[src/pqdp_pkg.sv]
`default_nettype none
// ----------------------------------------------------------------------------
// pqdp_pkg
// Shared types, constants and helpers for the packed quantized dot product.
// ----------------------------------------------------------------------------
package pqdp_pkg;

    // default parameter values
    localparam int ACT_WIDTH_DEF = 16;
    localparam int ACC_WIDTH_DEF = 48;

    // fixed geometry
    localparam int LANES      = 8;
    localparam int LANE_IDX_W = $clog2(LANES);
    localparam int Q_W        = 8;    // packed byte / widest field
    localparam int DIFF_W     = 18;   // (q << 8) - zero, signed
    localparam int ZERO_W     = 16;
    localparam int SCALE_W    = 24;
    localparam int MODE_W     = 2;
    localparam int OUT_W      = 32;

    // configuration port
    localparam int CFG_IDX_W  = 2;
    localparam int CFG_DATA_W = 24;

    localparam logic [CFG_IDX_W-1:0] REG_WIDTH_MODE   = 2'd0;
    localparam logic [CFG_IDX_W-1:0] REG_SCALE_FACTOR = 2'd1;
    localparam logic [CFG_IDX_W-1:0] REG_ZERO_OFFSET  = 2'd2;

    localparam logic [SCALE_W-1:0] SCALE_RESET = 24'h010000;  // 1.0
    localparam logic [ZERO_W-1:0]  ZERO_RESET  = 16'h0000;

    typedef enum logic [MODE_W-1:0] {
        W8 = 2'd0,
        W4 = 2'd1,
        W2 = 2'd2,
        W1 = 2'd3
    } t_width_mode;

    // handoff from the merge stage to the scaler
    typedef struct packed {
        logic valid;
        logic ovf;
    } t_job_ctl;

    // field k of the packed byte, zero extended
    function automatic logic [Q_W-1:0] field_of(input logic [Q_W-1:0] b,
                                                input t_width_mode m,
                                                input int unsigned k);
        logic [Q_W-1:0] f;
        unique case (m)
            W8: f = b;
            W4: f = {4'b0, 4'(b >> (k * 4))};
            W2: f = {6'b0, 2'(b >> (k * 2))};
            W1: f = {7'b0, 1'(b >> k)};
            default: f = b;
        endcase
        return f;
    endfunction

    // index of the highest lane in use
    function automatic logic [LANE_IDX_W-1:0] last_lane(input t_width_mode m);
        logic [LANE_IDX_W-1:0] l;
        unique case (m)
            W8: l = LANE_IDX_W'(0);
            W4: l = LANE_IDX_W'(1);
            W2: l = LANE_IDX_W'(3);
            W1: l = LANE_IDX_W'(7);
            default: l = LANE_IDX_W'(0);
        endcase
        return l;
    endfunction

endpackage
`default_nettype wire

[src/pqdp_merge.sv]
`default_nettype none
// ----------------------------------------------------------------------------
// pqdp_merge
// Saturating accumulator. Folds the lane products in lane order, one lane
// per cycle, and hands the sum to the scaler on the closing beat.
// ----------------------------------------------------------------------------
module pqdp_merge #(
    parameter int ACT_WIDTH = pqdp_pkg::ACT_WIDTH_DEF,
    parameter int ACC_WIDTH = pqdp_pkg::ACC_WIDTH_DEF
) (
    input  wire                                                  i_clk,
    input  wire                                                  i_rst_n,
    input  wire                                                  i_start,
    input  wire                                                  i_last,
    input  wire  [pqdp_pkg::LANE_IDX_W-1:0]                      i_last_idx,
    input  wire  [pqdp_pkg::LANES-1:0][pqdp_pkg::DIFF_W+ACT_WIDTH-1:0] i_prod,
    input  wire                                                  i_scale_ready,
    output logic                                                 o_busy,
    output pqdp_pkg::t_job_ctl                                   o_job,
    output logic [ACC_WIDTH-1:0]                                 o_acc
);

    localparam int PW = pqdp_pkg::DIFF_W + ACT_WIDTH;
    localparam int SW = ((ACC_WIDTH > PW) ? ACC_WIDTH : PW) + 1;

    typedef enum logic [1:0] {
        S_IDLE,
        S_ACC,
        S_HAND
    } t_state;

    t_state                              r_state;
    logic [pqdp_pkg::LANE_IDX_W-1:0]     r_idx;
    logic [pqdp_pkg::LANE_IDX_W-1:0]     r_last_idx;
    logic                                r_last;
    logic signed [ACC_WIDTH-1:0]         r_acc;
    logic                                r_ovf;

    logic signed [PW-1:0]                prod;
    logic signed [SW-1:0]                sum;
    logic signed [SW-1:0]                acc_max;
    logic signed [SW-1:0]                acc_min;
    logic signed [ACC_WIDTH-1:0]         n_acc;
    logic                                n_ovf;

    always_comb begin
        prod    = $signed(i_prod[r_idx]);
        acc_max = $signed({{(SW-ACC_WIDTH+1){1'b0}}, {(ACC_WIDTH-1){1'b1}}});
        acc_min = $signed({{(SW-ACC_WIDTH+1){1'b1}}, {(ACC_WIDTH-1){1'b0}}});
        sum     = $signed({{(SW-ACC_WIDTH){r_acc[ACC_WIDTH-1]}}, r_acc})
                + $signed({{(SW-PW){prod[PW-1]}}, prod});
        n_ovf   = r_ovf;
        priority if (sum > acc_max) begin
            n_acc = acc_max[ACC_WIDTH-1:0];
            n_ovf = 1'b1;
        end else if (sum < acc_min) begin
            n_acc = acc_min[ACC_WIDTH-1:0];
            n_ovf = 1'b1;
        end else begin
            n_acc = sum[ACC_WIDTH-1:0];
        end
    end

    always_ff @(posedge i_clk) begin
        if (!i_rst_n) begin
            r_state    <= S_IDLE;
            r_idx      <= '0;
            r_last_idx <= '0;
            r_last     <= 1'b0;
            r_acc      <= '0;
            r_ovf      <= 1'b0;
        end else begin
            unique case (r_state)
                S_IDLE: begin
                    if (i_start) begin
                        r_state    <= S_ACC;
                        r_idx      <= '0;
                        r_last_idx <= i_last_idx;
                        r_last     <= i_last;
                    end
                end
                S_ACC: begin
                    r_acc <= n_acc;
                    r_ovf <= n_ovf;
                    r_idx <= r_idx + 1'b1;
                    if (r_idx == r_last_idx) begin
                        r_state <= r_last ? S_HAND : S_IDLE;
                    end
                end
                S_HAND: begin
                    if (i_scale_ready) begin
                        r_acc   <= '0;
                        r_ovf   <= 1'b0;
                        r_state <= S_IDLE;
                    end
                end
                default: r_state <= S_IDLE;
            endcase
        end
    end

    assign o_busy    = (r_state != S_IDLE);
    assign o_job.valid = (r_state == S_HAND);
    assign o_job.ovf   = r_ovf;
    assign o_acc     = r_acc;

endmodule
`default_nettype wire

[config.mk]
export PLATFORM = sky130hd
export DESIGN_NAME = pqdp_merge
export DESIGN_NICKNAME = d
export VERILOG_FILES = /design/src/pqdp_pkg.sv /design/src/pqdp_merge.sv
export SDC_FILE = /design/constraint.sdc
export NUM_CORES = 1
export LEC_CHECK = 0
export BUFFER_PORTS_ARGS = -buffer_cell sky130_fd_sc_hd__buf_2
export CAP_MARGIN = 40
export CORE_MARGIN = 8
export CORE_UTILIZATION = 53
export CTS_CLUSTER_DIAMETER = 100
export DETAILED_ROUTE_END_ITERATION = 8
export MAX_ROUTING_LAYER = met4
export PLACE_DENSITY = 0.92
export SLEW_MARGIN = 25
export SYNTH_ARGS = -nofsm -noshare
export SYNTH_HDL_FRONTEND = slang
export SYNTH_SLANG_ARGS = --single-unit
[constraint.sdc]
create_clock -name i_clk -period 11.9 [get_ports i_clk]
set_input_delay 1.19 -clock i_clk [delete_from_list [all_inputs] [get_ports i_clk]]
set_output_delay 1.19 -clock i_clk [all_outputs]
set_load 0.02 [all_outputs]
# Word-level counts from Yosys, hierarchy flattened
# Index checks and enable logic that the tools add are counted.
totals:
  regBits: 58
  latch_bits: 0
  ramBits: 0
  mem_bits_ro: 0
  input_bits: 280
  out_inout_bits: 51
  wordCells: 44
  memories: 0
op_classes:
  addsub: 2
  mul: 0
  div: 0
  n_lt_le_gt_ge: 3
  n_eq_ne: 7
  shift: 0
  muxes: 17
  bitwise: 0
  n_reduce_logical: 9
ops:
  columns: ["cell", "n"]
  rows:
  - ["two-way mux 48 bit", 3]
  - ["binary-select mux 34 bit (select 3 bit)", 1]
  - ["case mux 48 bit (2 select lines)", 1]
  - ["adder 48 x 34 -> 49 bit", 1]
  - ["greater-than comparator 49 x 48 -> 1 bit (second input constant)", 1]
  - ["< comparator 49 x 48 -> 1 bit (second input constant)", 1]
  - ["two-way mux 34 bit", 1]
  - ["two-way mux 2 bit", 4]
  - ["!= test 2 bit (second input constant)", 3]
  - ["case mux 2 bit (3 select lines)", 1]
  - ["case mux 3 bit (2 select lines)", 1]
  - ["AND reduction 2 bit", 3]
  - ["AND reduction 3 bit", 2]
  - ["nonzero test 2 bit", 3]
  - ["< comparator 3 x 4 -> 1 bit (second input constant)", 1]
  - ["adder 3 x 1 -> 3 bit (second input constant)", 1]
  - ["equality test 3 bit", 1]
  - ["two-way mux 1 bit", 3]
  - ["two-way mux 3 bit", 1]
  - ["!= test 3 bit (second input constant)", 1]
  - ["equality test 2 x 1 -> 1 bit (second input constant)", 1]
  - ["equality test 2 bit (second input constant)", 1]
  - ["zero test 2 bit", 1]
  - ["case mux 1 bit (2 select lines)", 1]

# Longest topological paths before layout
# Gate-level depths: netlist of run 1.
logic_depth:
  word_depth: 7
  mapped_depth: 18
  depth_no_buf: 15

# Worst setup path after synthesis of run 1
# Ideal clock, no wire load.
synth_timing:
  kind: "reg2reg"
  start: "reg r_idx[0] in the netlist's numbering"
  end: "reg r_acc[33] (netlist: o_acc[33])"
  setup_time_ns: 0.128
  arrival_time_ns: 4.311
  t_required_ns: 11.772
  slack_ns: 7.461
  stages_incl_launch_ff: 16
  path_buffers: 3
  synth_period_minus_slack_ns: 4.439
  cell_sequence: "dfxtp_1 -> clkbuf_1 -> buf_1 -> mux4_2 -> mux2_2 -> ha_1 -> and4_1 -> and2_1 -> a221oi_2 -> a221oi_1 -> or3_1 -> o221ai_4 -> a31oi_4 -> buf_6 -> a221oi_1 -> nor2_1"
synth_between:
  elab_chain_cells: 7
  word_cells_on_any_way: 8
  classes_between: "add/sub (1); order compare (2); mux (5)"
synth_rtl:
  columns: ["item", "line", "source"]
  rows:
  - ["start, declared", "pqdp_merge.sv:33", "logic [pqdp_pkg::LANE_IDX_W-1:0] r_idx;"]
  - ["start signal, assigned", "pqdp_merge.sv:85", "r_idx <= r_idx + 1'b1;"]
  - ["binary-select mux 34 bit (select 3 bit) (*)", "pqdp_merge.sv:47", "prod = $signed(i_prod[r_idx]);"]
  - ["two-way mux 34 bit (implied by the code) (*)", "pqdp_merge.sv:47", null]
  - ["adder 48 x 34 -> 49 bit (*)", "pqdp_merge.sv:51", "+ $signed({{(SW-PW){prod[PW-1]}}, prod});"]
  - ["< comparator 49 x 48 -> 1 bit", "pqdp_merge.sv:56", "end else if (sum < acc_min) begin"]
  - ["two-way mux 48 bit", "pqdp_merge.sv:56", null]
  - ["two-way mux 48 bit (*)", "pqdp_merge.sv:53", "priority if (sum > acc_max) begin"]
  - ["case mux 48 bit (2 select lines) (*)", "pqdp_merge.sv:73", "unique case (r_state)"]
  - ["end signal, assigned", "pqdp_merge.sv:83", "r_acc <= n_acc;"]
  - ["end, declared", "pqdp_merge.sv:36", "logic signed [ACC_WIDTH-1:0] r_acc;"]
# Every way passes the cells marked *; elsewhere a longest branch is shown, timed or not. The select of a mux whose other input is x is not followed.
# A chain may end at the register's enable or synchronous reset.

# Final worst setup path of run 1
# Same ends and word-level chain as after synthesis.

==> results of run 1 <==
-- metrics by stage --
step                      setup slack [ns]  cells  hold WS (ns)  util [%]  total power [mW]
after floorplan                       7.46    759         0.442         -             0.950
after global placement                6.57   1212         0.463      66.4              1.16
after detailed placement              6.32   1214         0.488      66.8              1.18
after CTS                             6.31   1230         0.494      69.1              1.46
after global routing                  6.04   1233         0.507      69.4              1.56
final                                 6.46   1233         0.493      69.4              1.47
-- layout by cell type (no fill, tap or decap), types with 23 or more instances in the layout --
| cell | count |
|---|---|
| ha_1 | 49 |
| buf_2 | 330 |
| a221oi_2 | 23 |
| xnor2_1 | 26 |
| dfxtp_1 | 55 |
| a21oi_1 | 72 |
| o21ai_0 | 30 |
| mux4_2 | 68 |
| nand2_1 | 53 |
| mux2_2 | 34 |
| nor2_1 | 78 |
-- where the power goes --
| part | internal (mW) | switching [mW] | leakage [nW] | total, mW |
|---|---|---|---|---|
| Combinational | 0.382 | 0.525 | 3.54 | 0.907 |
| Sequential | 0.241 | 0.0500 | 0.478 | 0.291 |
| Clock | 0.179 | 0.0950 | 0.153 | 0.274 |
-- worst max-delay path: stages (launching register included) --
cell and delay, ns:
dfxtp_4 0.69, buf_4 0.44, buf_12 0.28, mux4_2 0.52, mux2i_1 0.31, inv_1 0.08, ha_1 0.30, a211oi_1 0.33
o21bai_2 0.15, o21ai_2 0.25, a2111oi_4 0.12, o21ai_1 0.30, o221ai_4 0.19, a31oi_4 0.57, buf_4 0.47, a221oi_1 0.14
nor2_1 0.15
-- logic make-up (layout without fill, tap and decap cells) --
family,after synthesis,count (layout),share of synthesized area [%]
mux,107,107,27.4
simple gates,196,196,12.7
buf+inv,79,376,5.29
other cells,0,1,0
compound gates,222,222,23.8
fa+ha+maj,50,50,8.84
xor+xnor,47,47,5.74
flops,58,58,16.2
-- layer usage --
| metal | track usage (%) | wire (um) | up-vias |
|---|---|---|---|
| met5 | - | 0 | - |
| met2 | 53.2 | 13300 | 478 |
| met3 | 5.49 | 2060 | 72 |
| met4 | 10.2 | 815 | 0 |
| li1 | - | - | 3531 |
| met1 | 33.4 | 10100 | 3782 |
-- how the worst max path moves through the flow --
stage	start	end	slack, ns	depth (start not counted)
floorplan	r_idx[0]	o_acc[33]	7.46	15
global placement	r_idx[0]	o_acc[34]	6.57	16
detailed placement	r_idx[0]	o_acc[33]	6.32	15
CTS	r_idx[0]	o_acc[33]	6.31	15
global route	r_idx[0]	o_acc[33]	6.04	16
finish	r_idx[0]	o_acc[33]	6.46	16
-- area by class of cell --
class,instances,share of cell area (%)
Multi-Input combinational cell,622,61.3
Timing Repair Buffer,338,19.3
Sequential cell,58,12.7
Clock buffer,14,2.98
Tap cell,176,2.40
Inverter,22,0.898
Clock inverter,2,0.381
Antenna cell,1,0.0272
-- synthesized netlist by cell type (12+ instances only) --
master | n | area (sq um)
inv_1 | 22 | 82.6
ha_1 | 49 | 613
dfxtp_1 | 58 | 1160
o21ai_0 | 30 | 150
a221oi_2 | 23 | 345
mux2_2 | 34 | 383
xor2_1 | 21 | 184
nor2_1 | 79 | 297
mux4_2 | 68 | 1530
nand2_1 | 53 | 199
nand3_1 | 12 | 60.1
xnor2_1 | 26 | 228
clkbuf_1 | 27 | 101
a221oi_1 | 18 | 158
a21oi_1 | 72 | 360
a21o_1 | 12 | 90.1
-- state kept, by name, indices dropped and copies added (netlist names) --
name / cells
o_acc: 48
r_idx: 3
r_last: 1
r_last_idx: 3
r_ovf: 1
r_state: 2
==> flow_summary.json, run 1 <==
{
  "critPathKind": "register to register",
  "multiInputGateArea_sq_um": 5630,
  "cts_sinks": 58,
  "port_buffers": 330,
  "start_kind": "register",
  "post_cts_resized": 0,
  "ant_nets": 0,
  "cts-root-buf": "clkbuf_16",
  "yosysSeqAreaShare_pct": 16.2,
  "regArea_sq_um": 1170,
  "route.detailed.drc": 0,
  "postSynthAreaPerCell_sq_um": 9.44,
  "fp.dieW_um": 132,
  "netlist_instances": 759,
  "min_to": "o_acc[0]",
  "place_congestion": 0.954,
  "htree_num_levels": 3,
  "power_density_nw_per_um2": 160,
  "min_path_type": "register to register",
  "fill_cells": 1044,
  "ys_types": 67,
  "ios": 331,
  "report.final.hold_viol_count": 0,
  "crit_path_max_fanout": 29,
  "required_ns": 12.16,
  "initial_utilization_pct": 54.1,
  "tightest_slew_ns": 0.810,
  "drt_pre_antenna_iters": 5,
  "maxCapViolCount": 0,
  "dpl.hpwl_mm": 21.3,
  "ys.flop_type": "dfxtp_1",
  "cts.path.max_buffers": 2,
  "final_area_sq_um": 9190,
  "slew_violations": 0,
  "whs_path_depth": 2,
  "clkTransAtPathRegs_ns": 0.05,
  "timing.hold.worst.start": "o_acc[0]",
  "setup_viol": 0,
  "post_cts_buffers": 0,
  "finalNetCount": 1381,
  "clock_latency_ns": 0.33,
  "vdd_drop_max_uv": 75.9,
  "antenna_found_initial": 1,
  "wl_mm": 26.3,
  "cp.arrival_ns": 5.70,
  "cts_tree": "built",
  "period_share_pct": 45.7,
  "syn_nets": 1089,
  "synth_edf_count": 0,
  "grt_max_degree": 72,
  "drt-initial-drc-count": 752,
  "rows": 42,
  "area_delta_synth_final_pct": 28.3,
  "grt_overflow": 0,
  "die-area_sq_um": 17500,
  "via_per_inst": 6.38,
  "fin_tns_setup_ns": 0,
  "die_y_um": 132,
  "cts_made_buffers": 9,
  "rsz0062_at_grt": "no",
  "drt-wirelength-per-cell_um": 21.4,
  "drive_gt1_share_pct": 46.8,
  "fin_crit_ns": 5.44,
  "holdBufCountCts": 0,
  "reg2regPathDepth": 16,
  "status": "finished, final reports clean",
  "ff2ff_setup_slack_ns": 6.46,
  "power_leakage_nw": 4.17,
  "relSlewSlack_pct": 46.0,
  "ys_seq_elements": 58,
  "grt_pass1_wl_mm": 41.9,
  "fin_skew_ns": 0.00598,
  "worstReg2RegEnd": "o_acc[33]",
  "synthesis.area_sq_um": 7170,
  "r2r-start": "r_idx[0]",
  "synthArstFlopShare_pct": 0,
  "core_area_sq_um": 13200,
  "worst_setup_path_end_kind": "register",
  "grt_pass1_vias": 8137,
  "yosysWarnings": 0,
  "post_dp_cell_area_sq_um": 8840,
  "grt_usage_pct": 30.1,
  "vias": 7863,
  "fmax_mhz": 184
}
(Power assumes the default switching activity.)
==> run 2, diff against run 1 <==
--- a/config.mk
+++ b/config.mk
@@ -8,11 +8,11 @@
 export BUFFER_PORTS_ARGS = -buffer_cell sky130_fd_sc_hd__buf_2
 export CAP_MARGIN = 40
 export CORE_MARGIN = 8
-export CORE_UTILIZATION = 53
+export CORE_UTILIZATION = 44
 export CTS_CLUSTER_DIAMETER = 100
 export DETAILED_ROUTE_END_ITERATION = 8
 export MAX_ROUTING_LAYER = met4
-export PLACE_DENSITY = 0.92
+export PLACE_DENSITY = 0.82
 export SLEW_MARGIN = 25
 export SYNTH_ARGS = -nofsm -noshare
 export SYNTH_HDL_FRONTEND = slang
==> constraint.sdc (replaced) <==
create_clock -name i_clk -period 4.8 [get_ports i_clk]
set_input_delay 0.48 -clock i_clk [delete_from_list [all_inputs] [get_ports i_clk]]
set_output_delay 0.48 -clock i_clk [all_outputs]
set_load 0.02 [all_outputs]
==> flow_summary.json, run 2 (synthesis gave the netlist of run 1 again) <==
{
  "initial_utilization_pct": 45.1,
  "clkTransAtPathRegs_ns": 0.05,
  "place_congestion": 0.949,
  "grt_max_degree": 61,
  "fp.dieW_um": 144,
  "drt_pre_antenna_iters": 5,
  "core_area_sq_um": 15900,
  "grt_pass1_vias": 8119,
  "postLayoutCoreUtil_pct": 58.6,
  "drt-initial-drc-count": 371,
  "worst_setup_path_end_kind": "register",
  "cts_tree": "built",
  "grt_pass1_wl_mm": 41.5,
  "final_area_sq_um": 9310,
  "clock_latency_ns": 0.33,
  "fin_crit_ns": 4.42,
  "port_buffers": 330,
  "post_dp_cell_area_sq_um": 9010,
  "area_delta_synth_final_pct": 29.9,
  "die-area_sq_um": 20600,
  "power_density_nw_per_um2": 390,
  "grt_usage_pct": 26.0,
  "status": "finished, final reports clean",
  "route.detailed.drc": 0,
  "report.final.hold_viol_count": 0,
  "post_cts_buffers": 0,
  "layout_common_cells": "330 x buf_2, 78 x nor2_1, 72 x a21oi_1, 68 x mux4_2, 55 x dfxtp_1",
  "vdd_drop_max_uv": 180,
  "slew_violations": 0,
  "finalNetCount": 1386,
  "ant_nets": 0,
  "fmax_mhz": 226,
  "setup_viol": 0,
  "cp.arrival_ns": 4.63,
  "relSlewSlack_pct": 48.7,
  "die_y_um": 144,
  "antenna_found_initial": 0,
  "whs_ns": 0.408,
  "htree_num_levels": 3,
  "holdBufCountCts": 0,
  "final_common_cell": "buf_2",
  "maxCapViolCount": 0,
  "drive_gt1_share_pct": 47.1,
  "rsz0062_at_grt": "no",
  "rows": 46,
  "dpl.hpwl_mm": 21.9,
  "num_antenna_cells": 0,
  "wl_mm": 26.4,
  "fin_skew_ns": 0.00667,
  "regArea_sq_um": 1170,
  "post_cts_resized": 0,
  "required_ns": 5.01,
  "period_share_pct": 92.1,
  "cts-root-buf": "clkbuf_16",
  "multiInputGateArea_sq_um": 5630,
  "fill_cells": 1424,
  "min_path_type": "primary input to register",
  "via_per_inst": 5.88,
  "stdcell_count": 1276,
  "power_leakage_nw": 4.20,
  "drt-wirelength-per-cell_um": 20.7,
  "grt_overflow": 0,
  "fin_tns_setup_ns": 0,
  "critPathKind": "register to register",
  "dp_cells": 1261,
  "cts_made_buffers": 9,
  "crit_path_max_fanout": 40,
  "start_kind": "register",
  "ios": 331,
  "largest_reg_flops": 48,
  "cts.path.max_buffers": 2,
  "cts_sinks": 58,
  "tightest_slew_ns": 0.763,
  "vias": 7509
}
[run 2: layout make-up]
| cell class | instances | area share, % |
|---|---|---|
| Timing Repair Buffer | 343 | 19.9 |
| Clock inverter | 3 | 0.430 |
| Clock buffer | 12 | 2.76 |
| Inverter | 22 | 0.887 |
| Multi-Input combinational cell | 622 | 60.5 |
| Tap cell | 216 | 2.90 |
| Sequential cell | 58 | 12.6 |
[run 2: path summary, 6_finish.rpt]
check | from | end | slack [ns] | cells after the start
hold reg to reg | r_ovf | r_ovf | 0.47 | 2
setup reg to reg | r_idx[0] | o_acc[34] | 0.38 | 16
setup / recovery | r_idx[0] | o_acc[34] | 0.38 | 16
hold / removal | i_last_idx[1] | r_last_idx[1] | 0.41 | 3
[run 2: routing by layer]
| metal | global-route usage (%) | vias to the layer above | wire (um) |
|---|---|---|---|
| met5 | - | - | 0 |
| met4 | 7.91 | 0 | 658 |
| met3 | 4.64 | 48 | 1820 |
| met2 | 45.6 | 327 | 13200 |
| met1 | 29.6 | 3598 | 10700 |
| li1 | - | 3536 | - |
[run 2: worst max-delay path, cell delays in order, from the launching register on]
cell	delay (ns)
dfxtp_4	0.37
buf_12	0.27
mux4_2	0.29
mux2_2	0.18
ha_1	0.21
inv_1	0.07
fa_1	0.40
and2b_1	0.23
o2111ai_1	0.14
a21oi_1	0.28
o21ai_0	0.18
o31ai_1	0.70
a311oi_1	0.28
o21ai_0	0.25
xor2_1	0.11
a221oi_1	0.27
nor2_1	0.06
[run 2: power by group]
| part | leakage [nW] | internal (mW) | switching, mW |
|---|---|---|---|
| combinational | 3.58 | 0.968 | 1.30 |
| sequential | 0.478 | 0.597 | 0.118 |
| clock | 0.148 | 0.425 | 0.223 |
[run 2: metrics by stage]
stage / total power, mW / setup slack (ns)
finish: 3.63 / 0.381
floorplan: 2.36 / 0.361
CTS: 3.62 / 0.433
global route: 3.89 / 0.0123
detailed placement: 2.96 / 0.462
global placement: 2.92 / 0.391
==> run 3, diff against run 2 <==
--- a/config.mk
+++ b/config.mk
@@ -10,9 +10,10 @@
 export CORE_MARGIN = 8
 export CORE_UTILIZATION = 44
 export CTS_CLUSTER_DIAMETER = 100
+export CTS_CLUSTER_SIZE = 28
 export DETAILED_ROUTE_END_ITERATION = 8
 export MAX_ROUTING_LAYER = met4
-export PLACE_DENSITY = 0.82
+export PLACE_DENSITY = 0.89
 export SLEW_MARGIN = 25
 export SYNTH_ARGS = -nofsm -noshare
 export SYNTH_HDL_FRONTEND = slang
==> flow_summary.json, run 3 (synthesis gave the netlist of run 1 again) <==
{
  "clock_latency_ns": 0.34,
  "postLayoutCoreUtil_pct": 58.6,
  "whs_path_depth": 3,
  "fp.dieW_um": 144,
  "grt_pass1_wl_mm": 41.6,
  "maxCapViolCount": 0,
  "post_dp_cell_area_sq_um": 8970,
  "power_leakage_nw": 4.22,
  "fin_tns_setup_ns": 0,
  "whs_ns": 0.397,
  "cts-root-buf": "clkbuf_16",
  "worstReg2RegEnd": "o_acc[5]",
  "min_path_type": "primary input to register",
  "grt_usage_pct": 26.4,
  "ant_nets": 0,
  "cp_slowest_cell": "mux4_2",
  "dpl.hpwl_mm": 22.2,
  "area_delta_synth_final_pct": 30.0,
  "wl_mm": 27.0,
  "rsz0062_at_grt": "no",
  "timing.hold.worst.start": "i_last_idx[1]",
  "worst_setup_path_end_kind": "register",
  "critPathMaxStageDelay_ns": 0.50,
  "cpLargestDelayFamily": "compound AO/OA/AOI/OAI gates",
  "via_per_inst": 5.92,
  "period_share_pct": 91.2,
  "rows": 46,
  "finalNetCount": 1392,
  "drt_pre_antenna_iters": 5,
  "cp.arrival_ns": 4.66,
  "ios": 331,
  "die_y_um": 144,
  "drive_gt1_share_pct": 47.4,
  "slew_violations": 0,
  "power_density_nw_per_um2": 393,
  "cts_made_buffers": 9,
  "cts_sinks": 58,
  "clkTransAtPathRegs_ns": 0.05,
  "ff2ff_setup_slack_ns": 0.42,
  "largest_reg_flops": 48,
  "crit_top_cell": "buf_12",
  "min_to": "r_last_idx[1]",
  "crit_path_max_fanout": 27,
  "tightest_slew_ns": 0.742,
  "route.detailed.drc": 0,
  "cts.path.max_buffers": 2,
  "core_area_sq_um": 15900,
  "place_congestion": 0.937,
  "r2r-start": "r_idx[0]",
  "path_cells": "buf_12 > buf_4 > mux4_2 > mux2_2 > ha_1 > a21oi_1 > o211ai_1 > o2111ai_1 > nand4_1 > o21ai_1 > o221ai_4 > a21o_4 > nor2_8 > buf_12 > a221oi_1 > nor2_1",
  "critPathKind": "register to register",
  "vias": 7596,
  "status": "finished, final reports clean",
  "drt-initial-drc-count": 564,
  "final_area_sq_um": 9310,
  "vdd_drop_max_uv": 212,
  "start_kind": "register",
  "fin_crit_ns": 4.38,
  "critical_path_buf_inv_count": 3,
  "layout_common_cells": "330 x buf_2, 78 x nor2_1, 72 x a21oi_1, 68 x mux4_2, 55 x dfxtp_1",
  "die-area_sq_um": 20600,
  "fmax_mhz": 228,
  "num_antenna_cells": 0,
  "grt_overflow": 0,
  "reg2regPathDepth": 16,
  "grt_max_degree": 49,
  "grt_pass1_vias": 8088,
  "port_buffers": 330,
  "cts_tree": "built",
  "htree_num_levels": 3,
  "report.final.hold_viol_count": 0,
  "initial_utilization_pct": 45.1,
  "required_ns": 5.08,
  "relSlewSlack_pct": 50.5,
  "setup_viol": 0,
  "fin_skew_ns": 0.00368,
  "antenna_found_initial": 2,
  "power_mw": 3.66,
  "final_common_cell": "buf_2",
  "drt-wirelength-per-cell_um": 21.0,
  "setup.worst_path.start": "r_idx[0]"
}
==> run 3: changes by cell type in the layout (fill, tap and decap cells not counted), sizes merged <==
cell / previous run / this run
clkbuf: 12 / 14
clkinv: 2 / 1
buf: 343 / 349
==> run 3: timing repair <==
action / in CTS / in global routing
hold buffers: 0 / 0
endpoints found under the setup margin: 0 / 16
buffers inserted: 0 / 2
gates resized for setup: 0 / 1
==> run 3: worst max path at each step <==
stage | to | slack [ns] | cells past startpoint
6_report | o_acc[5] | 0.42 | 16
5_1_grt | o_acc[5] | 0.17 | 14
4_1_cts | o_acc[4] | 0.17 | 15
3_5_place_dp | o_acc[4] | 0.19 | 15
3_3_place_gp | o_acc[38] | 0.28 | 14
2_1_floorplan | o_acc[33] | 0.36 | 15
==> run 3: layer usage <==
| metal | wire, um | global-route usage (%) |
|---|---|---|
| met1 | 10700 | 29.9 |
| met2 | 13700 | 46.7 |
| met3 | 2000 | 4.35 |
| met4 | 590 | 8.41 |
| met5 | 0 | - |
==> run 3: layout make-up <==
cell class	count	area (sq um)
repair buffers	349	1850
flip-flops and latches	58	1170
well taps	216	270
clock buffers	14	274
multi-input cells	622	5630
clock inverters	2	35.0
inverters	22	82.6
fillers	1444	6570
==> run 3: worst reg2reg max path, cell delays in order (launching register included) <==
cell       delay, ns
dfxtp_4         0.42
buf_12          0.22
buf_4           0.21
mux4_2          0.50
mux2_2          0.29
ha_1            0.39
a21oi_1         0.29
o211ai_1        0.13
o2111ai_1       0.17
nand4_1         0.16
o21ai_1         0.35
o221ai_4        0.19
a21o_4          0.25
nor2_8          0.28
buf_12          0.26
a221oi_1        0.09
nor2_1          0.12
==> run 3: per-stage QoR <==
stage / cells / setup WS [ns]
floorplan: 759 / 0.361
global placement: 1265 / 0.285
detailed placement: 1265 / 0.194
CTS: 1281 / 0.174
global route: 1283 / 0.165
finish: 1283 / 0.422
==> run 3: report_power, final <==
group / switching (mW) / total (mW) / internal [mW]
combinational: 1.30 / 2.26 / 0.966
clock: 0.238 / 0.682 / 0.444
sequential: 0.119 / 0.716 / 0.597
total: 1.66 / 3.66 / 2.01
